<file path="src/hw/rtl/assert_macros.svh">
// Assertion macros shared by the UTF-8 validator RTL.
// Expects clk and arst_n in scope at the point of use.
`ifndef ASSERT_MACROS_SVH
`define ASSERT_MACROS_SVH

// Condition holds at every clock edge outside reset.
`define U8V_ASSERT(label, cond) \
	label: assert property (@(posedge clk) disable iff (!arst_n) (cond)) \
		else $error("u8v assertion failed");

// Consequent holds in the same cycle as the antecedent.
`define U8V_ASSERT_IMP(label, ante, cons) \
	label: assert property (@(posedge clk) disable iff (!arst_n) (ante) |-> (cons)) \
		else $error("u8v assertion failed");

// Consequent holds in the cycle after the antecedent.
`define U8V_ASSERT_NXT(label, ante, cons) \
	label: assert property (@(posedge clk) disable iff (!arst_n) (ante) |=> (cons)) \
		else $error("u8v assertion failed");

`endif

</file>
<file path="src/hw/rtl/u8v_pkg.sv">
// Package for the UTF-8 stream validator: types, codes and the DFA tables.
// No dependencies; used by u8v_out_if and all modules.
`timescale 1ns / 1ps

package u8v_pkg;

	typedef logic [3:0] cls_t;
	typedef logic [3:0] pos_t;
	typedef logic [2:0] status_t;
	typedef logic [2:0] len_t;
	typedef logic [1:0] seen_t;

	// Byte classes
	localparam cls_t CLS_ASCII = 4'd0;
	localparam cls_t CLS_C80   = 4'd1;
	localparam cls_t CLS_C90   = 4'd2;
	localparam cls_t CLS_CA0   = 4'd3;
	localparam cls_t CLS_BAD   = 4'd4;
	localparam cls_t CLS_C2    = 4'd5;
	localparam cls_t CLS_E0    = 4'd6;
	localparam cls_t CLS_E1    = 4'd7;
	localparam cls_t CLS_ED    = 4'd8;
	localparam cls_t CLS_F0    = 4'd9;
	localparam cls_t CLS_F1    = 4'd10;
	localparam cls_t CLS_F4    = 4'd11;

	// DFA positions
	localparam pos_t POS_ACCEPT = 4'd0;
	localparam pos_t POS_REJECT = 4'd1;
	localparam pos_t POS_ONE    = 4'd2;
	localparam pos_t POS_E0     = 4'd3;
	localparam pos_t POS_TWO    = 4'd4;
	localparam pos_t POS_ED     = 4'd5;
	localparam pos_t POS_F0     = 4'd6;
	localparam pos_t POS_THREE  = 4'd7;
	localparam pos_t POS_F4     = 4'd8;

	// Status codes
	localparam status_t ST_VALID      = 3'd0;
	localparam status_t ST_INVALID    = 3'd1;
	localparam status_t ST_INCOMPLETE = 3'd2;
	localparam status_t ST_OVERLONG   = 3'd3;
	localparam status_t ST_SURROGATE  = 3'd4;
	localparam status_t ST_TOO_LARGE  = 3'd5;

	typedef struct packed {
		status_t status;
		len_t    seq_length;
		seen_t   seq_seen;
	} dfa_res_t;

	// Map a byte to its character class.
	function automatic cls_t byte_class(input logic [7:0] b);
		cls_t c;
		if (b < 8'h80)       c = CLS_ASCII;
		else if (b < 8'h90)  c = CLS_C80;
		else if (b < 8'hA0)  c = CLS_C90;
		else if (b < 8'hC0)  c = CLS_CA0;
		else if (b < 8'hC2)  c = CLS_BAD;
		else if (b < 8'hE0)  c = CLS_C2;
		else if (b == 8'hE0) c = CLS_E0;
		else if (b == 8'hED) c = CLS_ED;
		else if (b < 8'hF0)  c = CLS_E1;
		else if (b == 8'hF0) c = CLS_F0;
		else if (b < 8'hF4)  c = CLS_F1;
		else if (b == 8'hF4) c = CLS_F4;
		else                 c = CLS_BAD;
		return c;
	endfunction

	// Transition table of the strict UTF-8 DFA.
	function automatic pos_t next_pos(input pos_t p, input cls_t c);
		logic cont;
		pos_t n;
		cont = (c == CLS_C80) || (c == CLS_C90) || (c == CLS_CA0);
		n = POS_REJECT;
		case (p)
			POS_ACCEPT: begin
				case (c)
					CLS_ASCII: n = POS_ACCEPT;
					CLS_C2:    n = POS_ONE;
					CLS_E0:    n = POS_E0;
					CLS_E1:    n = POS_TWO;
					CLS_ED:    n = POS_ED;
					CLS_F0:    n = POS_F0;
					CLS_F1:    n = POS_THREE;
					CLS_F4:    n = POS_F4;
					default:   n = POS_REJECT;
				endcase
			end
			POS_ONE:   if (cont) n = POS_ACCEPT;
			POS_E0:    if (c == CLS_CA0) n = POS_ONE;
			POS_TWO:   if (cont) n = POS_ONE;
			POS_ED:    if ((c == CLS_C80) || (c == CLS_C90)) n = POS_ONE;
			POS_F0:    if ((c == CLS_C90) || (c == CLS_CA0)) n = POS_TWO;
			POS_THREE: if (cont) n = POS_TWO;
			POS_F4:    if (c == CLS_C80) n = POS_TWO;
			default:   n = POS_REJECT;
		endcase
		return n;
	endfunction

	// Total sequence length once a lead byte reaches this position.
	function automatic len_t seq_total(input pos_t p);
		len_t l;
		case (p)
			POS_ACCEPT: l = 3'd1;
			POS_ONE:    l = 3'd2;
			POS_E0,
			POS_TWO,
			POS_ED:     l = 3'd3;
			POS_F0,
			POS_THREE,
			POS_F4:     l = 3'd4;
			default:    l = 3'd0;
		endcase
		return l;
	endfunction

	// Classify the error on the rejecting byte.
	function automatic status_t error_class(input pos_t p, input logic [7:0] b);
		status_t s;
		if (p == POS_ACCEPT && b >= 8'hC0 && b <= 8'hC1)      s = ST_OVERLONG;
		else if (p == POS_E0 && b >= 8'h80 && b <= 8'h9F)     s = ST_OVERLONG;
		else if (p == POS_ED && b >= 8'hA0 && b <= 8'hBF)     s = ST_SURROGATE;
		else if (p == POS_F0 && b >= 8'h80 && b <= 8'h8F)     s = ST_OVERLONG;
		else if (p == POS_F4 && b >= 8'h90 && b <= 8'hBF)     s = ST_TOO_LARGE;
		else                                                  s = ST_INVALID;
		return s;
	endfunction

endpackage

</file>
<file path="src/hw/rtl/u8v_if.sv">
// Valid/ready channel interfaces for the UTF-8 validator byte and result items.
// Depends on u8v_pkg.
`timescale 1ns / 1ps

interface u8v_in_if;
	logic       valid;
	logic       ready;
	logic [7:0] data_byte;
	logic       restart;
	logic       chunk_last;

	modport source(output valid, data_byte, restart, chunk_last, input ready);
	modport sink(input valid, data_byte, restart, chunk_last, output ready);
endinterface

interface u8v_out_if;
	logic             valid;
	logic             ready;
	u8v_pkg::status_t status;
	u8v_pkg::len_t    seq_length;
	u8v_pkg::seen_t   seq_seen;
	logic             chunk_done;

	modport source(output valid, status, seq_length, seq_seen, chunk_done, input ready);
	modport sink(input valid, status, seq_length, seq_seen, chunk_done, output ready);
endinterface

</file>
<file path="src/hw/rtl/u8v_dfa.sv">
// DFA state and next-state logic of the UTF-8 validator.
// Depends on u8v_pkg for the class map, transition table and codes.
`timescale 1ns / 1ps

module u8v_dfa (
	input  logic              clk,
	input  logic              arst_n,
	input  logic [7:0]        data_byte,
	input  logic              restart,
	input  logic              step,
	output u8v_pkg::dfa_res_t res
);

	u8v_pkg::pos_t    pos_q;
	u8v_pkg::len_t    need_q;
	u8v_pkg::seen_t   seen_q;

	u8v_pkg::pos_t    prev;
	u8v_pkg::pos_t    nxt;
	u8v_pkg::len_t    need_c;
	u8v_pkg::seen_t   seen_c;
	u8v_pkg::len_t    need_n;
	u8v_pkg::seen_t   seen_n;
	u8v_pkg::status_t status_n;

	// Clear to accept ahead of a restart byte, then take one transition
	always_comb begin
		prev   = restart ? u8v_pkg::POS_ACCEPT : pos_q;
		need_c = restart ? 3'd0 : need_q;
		seen_c = restart ? 2'd0 : seen_q;
		nxt    = u8v_pkg::next_pos(prev, u8v_pkg::byte_class(data_byte));
		need_n = need_c;
		seen_n = seen_c;
		if (nxt == u8v_pkg::POS_REJECT) begin
			status_n = u8v_pkg::error_class(prev, data_byte);
			need_n   = 3'd0;
			seen_n   = 2'd0;
		end else begin
			if (prev == u8v_pkg::POS_ACCEPT) begin
				if (nxt != u8v_pkg::POS_ACCEPT) begin
					need_n = u8v_pkg::seq_total(nxt);
					seen_n = 2'd1;
				end
			end else if (nxt == u8v_pkg::POS_ACCEPT) begin
				need_n = 3'd0;
				seen_n = 2'd0;
			end else begin
				seen_n = seen_c + 2'd1;
			end
			status_n = (nxt == u8v_pkg::POS_ACCEPT) ? u8v_pkg::ST_VALID
				: u8v_pkg::ST_INCOMPLETE;
		end
	end

	assign res.status     = status_n;
	assign res.seq_length = need_n;
	assign res.seq_seen   = seen_n;

	// Advance the state when the item moves to the result register
	always_ff @(posedge clk or negedge arst_n) begin
		if (!arst_n) begin
			pos_q  <= u8v_pkg::POS_ACCEPT;
			need_q <= 3'd0;
			seen_q <= 2'd0;
		end else if (step) begin
			pos_q  <= nxt;
			need_q <= need_n;
			seen_q <= seen_n;
		end
	end

endmodule

</file>
<file path="src/hw/rtl/utf8_stream_validator_top.sv">
// Top level of the UTF-8 stream validator: input register, DFA, result register.
// Depends on u8v_pkg, u8v_in_if, u8v_out_if and u8v_dfa.
//
// Usage:
//   feed carries one byte item per handshake (data_byte, restart, chunk_last).
//   result carries one status item per byte (status, seq_length, seq_seen,
//   chunk_done). restart clears the DFA to the accept state before its byte.
//   A byte accepted on feed sits in the input register, and its result is
//   presented on result once it moves to the result register (two register
//   stages). Throughput: one byte per cycle while result is not stalled,
//   limited by the single DFA state update per byte between the two registers.
//   Reset (arst_n low) empties both registers and returns the DFA to accept
//   with zero sequence length.
//   When the receiver stalls, the result register holds its item and the input
//   register takes one more byte; feed.ready then drops until result moves.
`timescale 1ns / 1ps
`include "assert_macros.svh"

module utf8_stream_validator_top (
	input logic         clk,
	input logic         arst_n,
	u8v_in_if.sink      feed,
	u8v_out_if.source   result
);

	logic              valid_s1;
	logic [7:0]        byte_s1;
	logic              restart_s1;
	logic              last_s1;
	logic              out_valid_q;
	u8v_pkg::dfa_res_t res_q;
	logic              done_q;
	u8v_pkg::dfa_res_t res_c;
	logic              advance;

	assign advance    = valid_s1 && (!out_valid_q || result.ready);
	assign feed.ready = !valid_s1 || advance;

	// Input register: load on accept, drop when the item advances
	always_ff @(posedge clk or negedge arst_n) begin
		if (!arst_n) begin
			valid_s1 <= 1'b0;
		end else if (feed.valid && feed.ready) begin
			valid_s1 <= 1'b1;
		end else if (advance) begin
			valid_s1 <= 1'b0;
		end
	end

	always_ff @(posedge clk) begin
		if (feed.valid && feed.ready) begin
			byte_s1    <= feed.data_byte;
			restart_s1 <= feed.restart;
			last_s1    <= feed.chunk_last;
		end
	end

	u8v_dfa u_dfa (
		.clk       (clk),
		.arst_n    (arst_n),
		.data_byte (byte_s1),
		.restart   (restart_s1),
		.step      (advance),
		.res       (res_c)
	);

	// Result register: hold while stalled
	always_ff @(posedge clk or negedge arst_n) begin
		if (!arst_n) begin
			out_valid_q <= 1'b0;
		end else if (advance) begin
			out_valid_q <= 1'b1;
		end else if (result.ready) begin
			out_valid_q <= 1'b0;
		end
	end

	always_ff @(posedge clk) begin
		if (advance) begin
			res_q  <= res_c;
			done_q <= last_s1;
		end
	end

	assign result.valid      = out_valid_q;
	assign result.status     = res_q.status;
	assign result.seq_length = res_q.seq_length;
	assign result.seq_seen   = res_q.seq_seen;
	assign result.chunk_done = done_q;

	// A byte that cannot advance stays in the input register
	`U8V_ASSERT_NXT(a_s1_hold, valid_s1 && !advance, valid_s1)
	// Errors and completed characters carry no sequence in progress
	`U8V_ASSERT_IMP(a_done_len, out_valid_q && res_q.status != u8v_pkg::ST_INCOMPLETE, res_q.seq_length == 3'd0 && res_q.seq_seen == 2'd0)
	// An open sequence has between two and four bytes, some still missing
	`U8V_ASSERT_IMP(a_open_len, out_valid_q && res_q.status == u8v_pkg::ST_INCOMPLETE, res_q.seq_length >= 3'd2 && res_q.seq_length <= 3'd4 && res_q.seq_seen != 2'd0 && {1'b0, res_q.seq_seen} < res_q.seq_length)
	// Only defined status codes leave the block
	`U8V_ASSERT_IMP(a_status_range, out_valid_q, res_q.status <= u8v_pkg::ST_TOO_LARGE)

endmodule
</file>
<file path="src/flat_wrapper.sv">
// flat-port wrapper written by rule: the top's interface ports become plain ports
module utf8_stream_validator_top_flat 
  (clk, arst_n, feed_valid, feed_data_byte, feed_restart, feed_chunk_last, feed_ready, result_valid, result_status, result_seq_length, result_seq_seen, result_chunk_done, result_ready);
  u8v_in_if feed_i ();
  u8v_out_if result_i ();
  input logic clk;
  input logic arst_n;
  input wire logic [$bits(feed_i.valid)-1:0] feed_valid;
  input wire logic [$bits(feed_i.data_byte)-1:0] feed_data_byte;
  input wire logic [$bits(feed_i.restart)-1:0] feed_restart;
  input wire logic [$bits(feed_i.chunk_last)-1:0] feed_chunk_last;
  output wire logic [$bits(feed_i.ready)-1:0] feed_ready;
  output wire logic [$bits(result_i.valid)-1:0] result_valid;
  output wire logic [$bits(result_i.status)-1:0] result_status;
  output wire logic [$bits(result_i.seq_length)-1:0] result_seq_length;
  output wire logic [$bits(result_i.seq_seen)-1:0] result_seq_seen;
  output wire logic [$bits(result_i.chunk_done)-1:0] result_chunk_done;
  input wire logic [$bits(result_i.ready)-1:0] result_ready;
  assign feed_i.valid = feed_valid;
  assign feed_i.data_byte = feed_data_byte;
  assign feed_i.restart = feed_restart;
  assign feed_i.chunk_last = feed_chunk_last;
  assign feed_ready = feed_i.ready;
  assign result_valid = result_i.valid;
  assign result_status = result_i.status;
  assign result_seq_length = result_i.seq_length;
  assign result_seq_seen = result_i.seq_seen;
  assign result_chunk_done = result_i.chunk_done;
  assign result_i.ready = result_ready;
  utf8_stream_validator_top u_core (.clk(clk), .arst_n(arst_n), .feed(feed_i), .result(result_i));
endmodule
</file>
<file path="config.mk">
export PLATFORM = sky130hd
export DESIGN_NAME = utf8_stream_validator_top_flat
export DESIGN_NICKNAME = d
export VERILOG_FILES = /design/src/hw/rtl/u8v_pkg.sv /design/src/hw/rtl/u8v_if.sv /design/src/hw/rtl/u8v_dfa.sv /design/src/hw/rtl/utf8_stream_validator_top.sv /design/src/flat_wrapper.sv
export VERILOG_INCLUDE_DIRS = /design/src /design/src/hw/rtl
export SDC_FILE = /design/constraint.sdc
export NUM_CORES = 1
export LEC_CHECK = 0
export ABC_AREA = 1
export BUFFER_PORTS_ARGS = -buffer_cell sky130_fd_sc_hd__buf_2
export CAP_MARGIN = 25
export CORE_ASPECT_RATIO = 2
export CORE_MARGIN = 4
export CORE_UTILIZATION = 34
export CTS_CLUSTER_DIAMETER = 120
export DETAILED_ROUTE_END_ITERATION = 12
export PLACE_DENSITY = 0.64
export SLEW_MARGIN = 20
export SYNTH_ARGS = -nofsm -noshare
export SYNTH_HDL_FRONTEND = slang
export SYNTH_SLANG_ARGS = --single-unit
</file>
<file path="constraint.sdc">
create_clock -name clk -period 3.04 [get_ports clk]
set_clock_uncertainty 0.15 [all_clocks]
set_input_delay 0.304 -clock clk [delete_from_list [all_inputs] [get_ports clk]]
set_output_delay 0.304 -clock clk [all_outputs]
set_load 0.02 [all_outputs]
</file>
### Word level (Yosys, flattened, before mapping)

Memories as Yosys holds them, arrays and structs flattened.
Index checks and enable logic that the tools add are counted.

| storage, ports and cells | value |
|---|---|
| register bits | 30 |
| bits in read-only memories | 112 |
| bits of input ports | 14 |
| memories | 2 |

| operators by class | value |
|---|---|
| add/subtract/negate cells | 1 |
| order comparisons | 16 |
| equality and inequality tests | 15 |
| multiplexer cells | 42 |
| reduce and logical (&&, ||, !) cells | 24 |

Memories:

| name | words | bits a word | read ports | clocked after Yosys merged registers in | write ports | line | RTL |
|---|---|---|---|---|---|---|---|
| (name not given) | 16 | 4 | 1 | 0 | 0 | u8v_pkg.sv:79 | `case (c)` |
| (name not given) | 16 | 3 | 1 | 0 | 0 | u8v_pkg.sv:106 | `case (p)` |

Operators by type and width:

| kind | number |
|---|---|
| 8-bit < comparator (second input constant) | 8 |
| 4-bit two-way mux | 13 |
| 3-bit two-way mux | 14 |
| 8-bit equality test (second input constant) | 4 |
| 8-bit >= comparator (second input constant) | 4 |
| 8-bit less-or-equal comparator (second input constant) | 4 |
| 4-bit one-hot mux with 8 select lines | 1 |
| 2-bit two-way mux | 9 |
| 4-bit by 2-bit equality test with 1-bit output (second input constant) | 4 |
| 4-bit by 3-bit equality test with 1-bit output (second input constant) | 4 |
| 1-bit logical AND | 12 |
| 4-bit by 1-bit equality test with 1-bit output (second input constant) | 2 |
| 4-bit zero test | 2 |
| 1-bit logical OR | 5 |
| 1-bit two-way mux | 5 |
| 4-bit equality test (second input constant) | 1 |
| 2-bit nonzero test | 2 |
| 4-bit nonzero test | 1 |
| 2-bit by 1-bit adder with 2-bit output (second input constant) | 1 |
| 1-bit zero test | 2 |

### Depth between registers and ports, before layout

Gate-level depths: netlist of run 1.

| depth | value |
|---|---|
| depth in word-level cells | 22 |
| mapped depth | 21 |
| mapped depth without buffers | 21 |

### Cells and area by module

A second synthesis of run 1 with hierarchy kept.

| second synthesis, totals | value |
|---|---|
| cells, all modules | 227 |
| area, all modules | 1956.9 µm² |

Modules (own cells, without submodules):

| module | instances | cells each | area each (µm²) | seq. area each (µm²) |
|---|---|---|---|---|
| u8v_dfa | 1 | 196 | 1291.2 | 225.2 |
| utf8_stream_validator_top | 1 | 31 | 665.6 | 620.6 |

### Worst setup path after synthesis of run 1

Ideal clock, no wire load.

| path | value |
|---|---|
| path type | flip-flop to flip-flop |
| start point | reg u_core.byte_s1[2] |
| end point | reg u_core.res_q (netlist bit u_core.result.status[1]), data pin |
| setup time | 256 ps |
| arrival time | 2863 ps |
| data required time | 2634 ps |
| path slack | -229 ps |
| cell stages (with the launch flop) | 20 |
| cells stage by stage | edfxtp_1 nor2_1 nand2_1 nor2_1 o21ai_0 a211o_1 a31oi_1 inv_1 ha_1 o21ai_4 nand2_2 nand3_1 nand4_1 inv_2 ha_1 nand4_4 inv_2 nand2_1 nor3_1 nor2_1 |

RTL lines:

| item | line | RTL |
|---|---|---|
| start, declared | utf8_stream_validator_top.sv:27 | `logic [7:0] byte_s1;` |
| start signal, assigned | utf8_stream_validator_top.sv:52 | `byte_s1 <= feed.data_byte;` |
| end signal, assigned | utf8_stream_validator_top.sv:80 | `res_q <= res_c;` |
| end, declared | utf8_stream_validator_top.sv:31 | `u8v_pkg::dfa_res_t res_q;` |

==> run summary, run 1 <==
outcome - complete, but fails checks
failing checks - setup timing
RSZ-0062 raised after global routing - yes
slew margin rel. - 46.9%
period utilisation layout - 109%
vias per cell - 4.95
Pre-Repair DR Iteration Count - 4
GP Congestion - 0.971
Die W - 61.0 um
Total GRT Usage - 16.5%
ys flop type - edfxtp_1
cells on worst reg2reg path - 17
power density over the cells - 625 nW/um^2
CTS Buf Count - 5
final setup violation count - 13
final hold viol count - 0
CTS clk-pin slew, worst paths - 0.06 ns
maximum VDD drop - 0.392 mV
Post-DP Area - 2400 um^2
1st-iter DRT viols - 82
Mapped Avg Cell Area - 8.42 um^2
Unique masters post-synth - 33
root buf cell - clkbuf_8
DRC viols - 0
# H-tree levels - 2
yosys warns - 0
Die ar. - 6960 um^2
Worst Tran Pin Value - 0.790 ns
post-route minimum period - 3.32 ns
initial cell density of the core - 35.2%
number of global-route vias before repair - 1882
first-pass GRT wire length - 8.31 mm
max-capacitance violation count - 0
Final Max Tran Viols - 0
Clk Latency, worst-skew pair - 0.29 ns
post-synth top area share - 29.9%
post-synthesis instance area - 1910 um^2
Port Buffer Count - 24
worst hold stages - 1
final setup margin - -0.283 ns
Seq cells post-synth - 30
initial antenna violation count - 0
CP Capture Type - flop
Finished Cell Area - 2640 um^2
Post-synth ARST share - 36.7%
required time of the critical path - 2.93 ns
top cells by count, synth - nand2_1, inv_1, edfxtp_1
post-synthesis cell count - 227
non-filler cells, final - 360
Min-Delay Path Class - primary input to flop
share of cells above drive strength 1 - 41.3%
Chip Height - 114 um
P_leak - 0.00125 uW
via count - 1781
Syn Nets - 249
post-DP HPWL - 3.86 mm
total gr overflow - 0
Post-synth EDFFs - 19
Core Area - 5420 um^2
Setup CP Type - flop to flop
TritonCTS Sinks - 30
n_diodes - 0
Max Buffers Root-to-Sink - 2
Total Wirelength - 5.00 mm
number of I/O pins - 25
register area share after synthesis - 44.3%
cell count after placement - 343
critical path arrival - 3.21 ns
Area Overhead vs Synth - 37.9%
CTS tree - built
most frequent cell after synthesis - nand2_1
Synth area leader - edfxtp_1
row count - 38
DP Worst Slack - -0.244 ns
DR WL/cell - 13.9 um
largest cells by area after synthesis - edfxtp_1, dfrtp_1, nand2_1
Worst setup SP type - flop
post-route ant nets - 0
highest clock rate - 301 MHz
Hold Slack - 0.0393 ns
largest net degree at the start of global routing - 20
overall power - 1650 uW
critical path fanouts, max - 4
Final nets - 321
## power by group
part / switching, uW / internal (uW) / leakage [uW] / total [uW]
Clock: 146 / 157 / 0.0000426 / 303
Sequential: 46.7 / 535 / 0.000329 / 582
Combinational: 445 / 317 / 0.000879 / 762
Total: 638 / 1010 / 0.00125 / 1650
## placed cells by master (no fill, tap or decap), drive strengths merged, types with 2 or more instances in the layout
cell type  count
clkbuf         6
a31oi          2
nand4          8
clkinv         2
inv           39
buf           66
nor3           7
nor2          23
nand3         18
ha             8
edfxtp        19
nand2         58
nor4           2
dfrtp         11
o21ai         19
a21oi          6
## layer usage
metal  share of wire (%)  up-vias  global-route usage, %
li1                    -      898                      -
met1                  33      829                   14.6
met2                  59       33                   31.4
met3                 2.9       21                   3.06
met4                 5.6        0                   10.1
met5                   0        -                      0
## sequential cells by signal (all words and copies together), names as in the netlist
signal	count
u_core.result.status	3
u_core.restart_s1	1
u_core.result.seq_seen	2
u_core.byte_s1	8
u_core.result.seq_length	3
u_core.u_dfa.pos_q	4
u_core.u_dfa.seen_q	2
u_core.u_dfa.need_q	3
u_core.result.chunk_done	1
u_core.last_s1	1
u_core.result.valid	1
u_core.valid_s1	1
## worst max-delay path, cell delays in order, from the launching register on
cell and delay (ns):
edfxtp_1 0.42, nor2_2 0.17, nand2_2 0.09, nor2_4 0.09, o21ai_1 0.08, a211o_1 0.27
a31oi_4 0.23, inv_2 0.08, ha_4 0.17, o21ai_4 0.17, nand2_2 0.09, nand3_2 0.09
nand4_1 0.15, buf_4 0.18, buf_4 0.12, ha_1 0.29, nand4_1 0.14, a21oi_1 0.09
## per-stage QoR
step | util, % | TNS (ns)
global placement | 44.3 | -2.65
CTS | 47.9 | -1.39
finish | 48.6 | -2.43
global route | 48.6 | -4.68
detailed placement | 44.3 | -2.34
floorplan | - | -0.0715
## cell type report
cell class | instances | area (um^2)
clock buffers | 6 | 72.6
inverters | 39 | 146
repair buffers | 67 | 457
clock inverters | 2 | 8.76
fillers | 550 | 2790
multi-input cells | 156 | 1030
flip-flops and latches | 30 | 846
well taps | 60 | 75.1
## timing repair
item | 4_1_cts | 5_1_grt
endpoints found under the setup margin | 13 | 13
resized for setup | 17 | 5
hold buffers | 1 | 0
endpoints found under the hold margin | 11 | 0
gates cloned | 0 | 0
pin swaps | 23 | 8
setup buffers | 5 | 3
## cells by family after synthesis
kind of cell	count (synthesis)	synth area share (%)
simple gates	116	31.5
buf+inv	41	8.51
fa+ha+maj	8	5.24
flops	30	44.3
compound gates	32	10.5
## worst paths after layout
check                                             from                                    end  slack, ns
max                        u_core.byte_s1[2]$_DFFE_PP_  u_core.result.seq_length[1]$_DFFE_PP_      -0.28
min                                  feed_data_byte[0]            u_core.byte_s1[0]$_DFFE_PP_       0.04
max reg2reg                u_core.byte_s1[2]$_DFFE_PP_  u_core.result.seq_length[1]$_DFFE_PP_      -0.28
min reg2reg                   u_core.last_s1$_DFFE_PP_     u_core.result.chunk_done$_DFFE_PP_       0.26
max in group asynchronous                       arst_n      u_core.u_dfa.pos_q[1]$_DFFE_PN0P_       2.26
min in group asynchronous                       arst_n     u_core.u_dfa.need_q[1]$_DFFE_PN0P_       0.27
Power figures use the tool's default switching activity.
==> inputs of run 2 (changes only) <==
--- a/config.mk
+++ b/config.mk
@@ -11,10 +11,10 @@
 export CAP_MARGIN = 25
 export CORE_ASPECT_RATIO = 2
 export CORE_MARGIN = 4
-export CORE_UTILIZATION = 34
+export CORE_UTILIZATION = 44
 export CTS_CLUSTER_DIAMETER = 120
 export DETAILED_ROUTE_END_ITERATION = 12
-export PLACE_DENSITY = 0.64
+export PLACE_DENSITY = 0.75
 export SLEW_MARGIN = 20
 export SYNTH_ARGS = -nofsm -noshare
 export SYNTH_HDL_FRONTEND = slang
==> run 2 against run 1 <==
The flow still finishes with violations (setup timing). Die area down 21%. Critical path depth up 1. Sequential cell count unchanged. Via count up 3.6%. Fmax up 1.2%. Utilization up 20 points. Count of clock-buffer cells in the layout up 1. Wire length up 8.3%. Clock power up 54%. Total power up 12%. Sequential power up 1%. Global-route usage up 5.3 points. Critical path type unchanged.
==> run summary, run 2 (synthesized netlist as in run 1, its figures left out) <==
outcome - complete, but fails checks
failing checks - setup timing
most frequent CP cell - nand2_2
Worst Path Buf+Inv - 3 (unchanged)
largest net degree at the start of global routing - 20 (unchanged)
Top delay family on crit path - simple AND/OR/NAND/NOR gates
Pre-Repair DR Iteration Count - 5 (+1)
final hold viol count - 0 (unchanged)
Clk Latency, worst-skew pair - 0.28 ns (about the same)
power density over the cells - 656 nW/um^2 (+4.9%)
Post-DP Area - 2430 um^2 (+1.4%)
R2R Setup Slk - -0.25 ns (+0.04 ns)
GP Congestion - 0.994 (+2.4%)
Filler Cells Inserted - 330 (-40%)
Min-Delay Path Class - primary input to flop
Die ar. - 5520 um^2 (-21%)
first-pass GRT wire length - 8.64 mm (+3.9%)
required time of the critical path - 2.92 ns (about the same)
share of cells above drive strength 1 - 47.3% (+5.9 points)
slew margin rel. - 57.1% (+10 points)
final setup margin - -0.245 ns (+0.0379 ns)
Final Max Tran Viols - 0 (unchanged)
P_leak - 0.00133 uW (+6.7%)
Finished Cell Area - 2820 um^2 (+7.1%)
highest clock rate - 304 MHz (+1.2%)
initial cell density of the core - 46.3% (+11 points)
post-route ant nets - 0 (unchanged)
DR WL/cell - 14.9 um (+7.4%)
Total GRT Usage - 21.8% (+5.3 points)
CTS tree - built
CTS Buf Count - 5 (unchanged)
total gr overflow - 0 (unchanged)
CTS clk-pin slew, worst paths - 0.07 ns (about the same)
period utilisation layout - 108% (-1.2 points)
cell count after placement - 339 (-1.2%)
Final nets - 332 (+3.4%)
most common cell after layout, fill and taps aside - buf_4
register area - 846 um^2 (unchanged)
cells on worst reg2reg path - 18 (+1)
1st-iter DRT viols - 36 (-56%)
Area Overhead vs Synth - 47.7%
most frequent cells in the layout - buf_4, nand2_1, inv_1
Die W - 54.6 um (-11%)
DRC viols - 0 (unchanged)
# H-tree levels - 2 (unchanged)
r2r endpoint - u_core.result.seq_length[1]$_DFFE_PP_
initial antenna violation count - 0 (unchanged)
Worst Tran Pin Value - 0.644 ns (-0.146 ns)
Hold Path Sink - u_core.byte_s1[7]$_DFFE_PP_
Max Buffers Root-to-Sink - 2 (unchanged)
Largest Register - u_core.byte_s1
Worst setup SP type - flop
Multi-input gate area - 1080 um^2 (+4.5%)
vias per cell - 5.08 (+2.7%)
max-capacitance violation count - 0 (unchanged)
Total Wirelength - 5.41 mm (+8.3%)
hold_sp - feed_data_byte[7]
maximum VDD drop - 0.560 mV (+43%)
post-route minimum period - 3.29 ns (-0.0379 ns)
worst r2r src - u_core.byte_s1[3]$_DFFE_PP_
Port Buffer Count - 24 (unchanged)
critical path arrival - 3.17 ns (-0.04 ns)
post-DP HPWL - 4.09 mm (+5.9%)
Largest stage delay, worst path - 0.44 ns (+0.02 ns)
biggest regs - u_core.byte_s1: 8 flops, u_core.u_dfa.pos_q: 4 flops
final setup violation count - 13 (unchanged)
root buf cell - clkbuf_8
RSZ-0062 raised after global routing - yes
via count - 1845 (+3.6%)
Chip Height - 101 um (-11%)
TritonCTS Sinks - 30 (unchanged)
Core Area - 4130 um^2 (-24%)
Setup CP Type - flop to flop
Slowest-stage cell, CP - edfxtp_1
overall power - 1850 uW (+12%)
non-filler cells, final - 363 (+0.83%)
number of global-route vias before repair - 1993 (+5.9%)
worst hold stages - 1 (unchanged)
number of I/O pins - 25 (unchanged)
CP Capture Type - flop
row count - 33 (-13%)
max FFs per register - 8 (unchanged)
crit path from - u_core.byte_s1[3]$_DFFE_PP_
n_diodes - 0 (unchanged)
critical path fanouts, max - 4 (unchanged)
CP cell instances - buf_6, nand2_2, nor3_2, nand2_2, o21ai_1, a211o_1, a31oi_4, inv_2, ha_4, o21ai_4, nand2_2, nand3_2, nand4_1, inv_2, ha_4, nand4_1, nand3_1, a21oi_1
run 2: area by class of cell:
class	count	share of cell area, %
clock buffers	7	3.81
clock inverters	1	1.06
inverters	39	5.28
multi-input cells	156	38.1
flip-flops and latches	30	30.0
well taps	52	2.31
repair buffers	78	19.4
run 2: per-layer routing:
| metal | part of all wire (%) | wire length [um] | track usage, % | vias up |
|---|---|---|---|---|
| li1 | - | - | - | 916 |
| met1 | 32 | 1710 | 18.9 | 871 |
| met2 | 61 | 3320 | 42.7 | 38 |
| met3 | 2.3 | 122 | 2.95 | 20 |
| met4 | 4.8 | 261 | 12.5 | 0 |
| met5 | 0 | 0 | 0 | - |
run 2: worst reg2reg max path: cells and delay by family (launching register included):
kind	cells	cell delay [ns]
and+or+nand+nor	8	0.90
adders and majority gates	2	0.35
DFF	1	0.44
buffers and inverters	3	0.39
AOI/OAI and AO/OA	5	0.80
run 2: timing repair:
| item | 4_1_cts | 5_1_grt |
|---|---|---|
| setup endpoints to repair | 13 | 13 |
| setup buffers | 14 | 2 |
| resized for setup | 21 | 15 |
| pin swaps | 21 | 9 |
| hold buffers | 1 | 0 |
| hold endpoints to repair | 11 | 0 |
run 2: worst max path at each step:
stage | to | slack [ns] | cells after the start
4_1_cts | u_core.result.status[1]$_DFFE_PP_ | -0.17 | 20
3_5_place_dp | u_core.result.seq_length[0]$_DFFE_PP_ | -0.36 | 19
3_3_place_gp | u_core.result.seq_length[0]$_DFFE_PP_ | -0.29 | 19
2_1_floorplan | u_core.result.status[1]$_DFFE_PP_ | -0.04 | 19
6_report | u_core.result.seq_length[1]$_DFFE_PP_ | -0.25 | 18
5_1_grt | u_core.result.seq_length[1]$_DFFE_PP_ | -0.43 | 16
run 2: stage by stage:
stage / TNS [ns] / setup slack (ns) / utilization [%] / hold slack [ns]
floorplan: -0.0715 / -0.0369 / - / -0.142
CTS: -1.34 / -0.166 / 66.6 / 0.0377
global route: -4.51 / -0.435 / 68.3 / 0.0374
detailed placement: -3.45 / -0.360 / 59.0 / 0.0389
global placement: -2.49 / -0.287 / 59.0 / 0.0356
finish: -2.04 / -0.245 / 68.3 / 0.0412
run 2: power breakdown:
group / leakage (uW) / internal [uW] / total (uW) / switching [uW]
clock: 0.0000696 / 316 / 467 / 151
combinational: 0.000936 / 323 / 794 / 471
sequential: 0.000329 / 535 / 589 / 53.4
total: 0.00133 / 1170 / 1850 / 676
==> inputs of run 3 (changes only) <==
--- a/config.mk
+++ b/config.mk
@@ -14,7 +14,7 @@
 export CORE_UTILIZATION = 44
 export CTS_CLUSTER_DIAMETER = 120
 export DETAILED_ROUTE_END_ITERATION = 12
-export PLACE_DENSITY = 0.75
+export PLACE_DENSITY = 0.74
 export SLEW_MARGIN = 20
 export SYNTH_ARGS = -nofsm -noshare
 export SYNTH_HDL_FRONTEND = slang
==> run 3 against run 2 <==
The flow still finishes with violations (setup timing). Sequential power fell by 0.8%. Total power fell by 1.7%. Global-route usage fell by 1.7 points. Hold slack got worse by 0.0023 ns. Wire length fell by 3.5%. Via count fell by 0.70%. Critical endpoint is now u_core.result.seq_length[0]$_DFFE_PP_. Highest routed layer unchanged.
==> run summary, run 3 (synthesized netlist as in run 1, its figures left out) <==
Area Overhead vs Synth - 45.7%
most frequent cells in the layout - nand2_1, buf_4, inv_1
biggest regs - u_core.byte_s1: 8 flops, u_core.u_dfa.pos_q: 4 flops
required time of the critical path - 2.93 ns (about the same)
via count - 1832 (-0.70%)
Max Buffers Root-to-Sink - 2 (unchanged)
Total GRT Usage - 20.1% (-1.7 points)
maximum VDD drop - 0.615 mV (+9.8%)
slew margin rel. - 46.9% (-10 points)
CP cell instances - buf_4, nand2_1, nor3_1, nand2_1, o21ai_1, a211o_1, a31oi_4, inv_2, ha_4, o21ai_4, nand2_2, nand3_2, nand4_1, inv_2, ha_4, nand4_1, nand3_1, a21oi_1
GP Congestion - 1.04 (+4.1%)
vias per cell - 5.15 (+1.2%)
cell count after placement - 337 (-0.59%)
P_leak - 0.00131 uW (-2.1%)
CTS clk-pin slew, worst paths - 0.06 ns (about the same)
number of I/O pins - 25 (unchanged)
Min-Delay Path Class - primary input to flop
Largest stage delay, worst path - 0.42 ns (-0.02 ns)
final setup margin - -0.209 ns (+0.0360 ns)
critical path fanouts, max - 4 (unchanged)
1st-iter DRT viols - 43 (+19%)
power density over the cells - 653 nW/um^2 (-0.42%)
failing checks - setup timing
Setup CP Type - flop to flop
post-DP HPWL - 3.83 mm (-6.2%)
share of cells above drive strength 1 - 45.7% (-1.5 points)
Total Wirelength - 5.23 mm (-3.5%)
Fin Setup TNS - -1.81 ns (+0.224 ns)
Final nets - 325 (-2.1%)
period utilisation layout - 107% (-1.2 points)
DP Worst Slack - -0.324 ns (+0.0365 ns)
Pre-Repair DR Iteration Count - 5 (unchanged)
Clk Latency, worst-skew pair - 0.29 ns (about the same)
CTS Buf Count - 5 (unchanged)
Core Area - 4130 um^2 (unchanged)
highest clock rate - 308 MHz (+1.1%)
RSZ-0062 raised after global routing - yes
max-capacitance violation count - 0 (unchanged)
Core Util, Final - 67.4% (-0.91 points)
initial cell density of the core - 46.3% (unchanged)
R2R Setup Slk - -0.21 ns (+0.04 ns)
max FFs per register - 8 (unchanged)
number of global-route vias before repair - 1811 (-9.1%)
Die ar. - 5520 um^2 (unchanged)
root buf cell - clkbuf_8
total gr overflow - 0 (unchanged)
critical path arrival - 3.14 ns (-0.03 ns)
n_diodes - 0 (unchanged)
first-pass GRT wire length - 7.87 mm (-8.9%)
most common cell after layout, fill and taps aside - nand2_1
TritonCTS Sinks - 30 (unchanged)
Worst setup SP type - flop
initial antenna violation count - 0 (unchanged)
Worst Path Buf+Inv - 3 (unchanged)
post-route ant nets - 0 (unchanged)
DRC viols - 0 (unchanged)
Largest Register - u_core.byte_s1
final setup violation count - 13 (unchanged)
CP Capture Type - flop
Chip Height - 101 um (unchanged)
Final Max Tran Viols - 0 (unchanged)
Top delay family on crit path - simple AND/OR/NAND/NOR gates
row count - 33 (unchanged)
Worst Tran Pin Value - 0.789 ns (+0.146 ns)
outcome - complete, but fails checks
Slowest-stage cell, CP - edfxtp_1
DR WL/cell - 14.7 um (-1.6%)
overall power - 1820 uW (-1.7%)
largest net degree at the start of global routing - 20 (unchanged)
# H-tree levels - 2 (unchanged)
Die W - 54.6 um (unchanged)
Port Buffer Count - 24 (unchanged)
non-filler cells, final - 356 (-1.9%)
final hold viol count - 0 (unchanged)
CTS tree - built
post-route minimum period - 3.25 ns (-0.0360 ns)
[run 3: path summary, 6_finish.rpt]
check,startpoint,to,cells after the start
setup reg to reg,u_core.byte_s1[2]$_DFFE_PP_,u_core.result.seq_length[0]$_DFFE_PP_,18
hold / removal,feed_data_byte[0],u_core.byte_s1[0]$_DFFE_PP_,1
max in group asynchronous,arst_n,u_core.u_dfa.seen_q[0]$_DFFE_PN0P_,2
hold reg to reg,u_core.last_s1$_DFFE_PP_,u_core.result.chunk_done$_DFFE_PP_,0
min in group asynchronous,arst_n,u_core.u_dfa.pos_q[1]$_DFFE_PN0P_,2
setup / recovery,u_core.byte_s1[2]$_DFFE_PP_,u_core.result.seq_length[0]$_DFFE_PP_,18
[run 3: layout make-up]
cell class              instances  area (um^2)
repair buffers                 71          515
flip-flops and latches         30          846
clock buffers                   5         68.8
fillers                       347         1350
clock inverters                 3         40.0
multi-input cells             156         1100
well taps                      52         65.1
inverters                      39          149
[run 3: power by group]
group / switching [uW] / leakage [uW] / internal (uW)
logic: 490 / 0.000919 / 353
registers: 49.1 / 0.000329 / 535
clock network: 149 / 0.0000579 / 241
total: 688 / 0.00131 / 1130
[run 3: metrics by stage]
stage | cell area [um^2] | hold WS, ns
final | 2780 | 0.0388
after global routing | 2780 | 0.0292
after CTS | 2640 | 0.0336
after floorplan | 1970 | -0.142
after global placement | 2420 | 0.0360
after detailed placement | 2420 | 0.0372
[run 3: what timing repair did]
| action | in CTS | in global routing |
|---|---|---|
| buffers inserted | 6 | 4 |
| endpoints found under the setup margin | 13 | 13 |
| endpoints found under the hold margin | 11 | 0 |
| hold buffers | 1 | 0 |
| pin swaps | 20 | 3 |
| gates resized for setup | 16 | 25 |
[run 3: per-layer routing]
metal	global-route usage [%]	vias to the layer above	wire length [um]
met5	0	-	0
met4	15.0	0	341
met3	3.68	18	138
met2	37.1	38	3040
met1	17.4	868	1700
li1	-	908	-
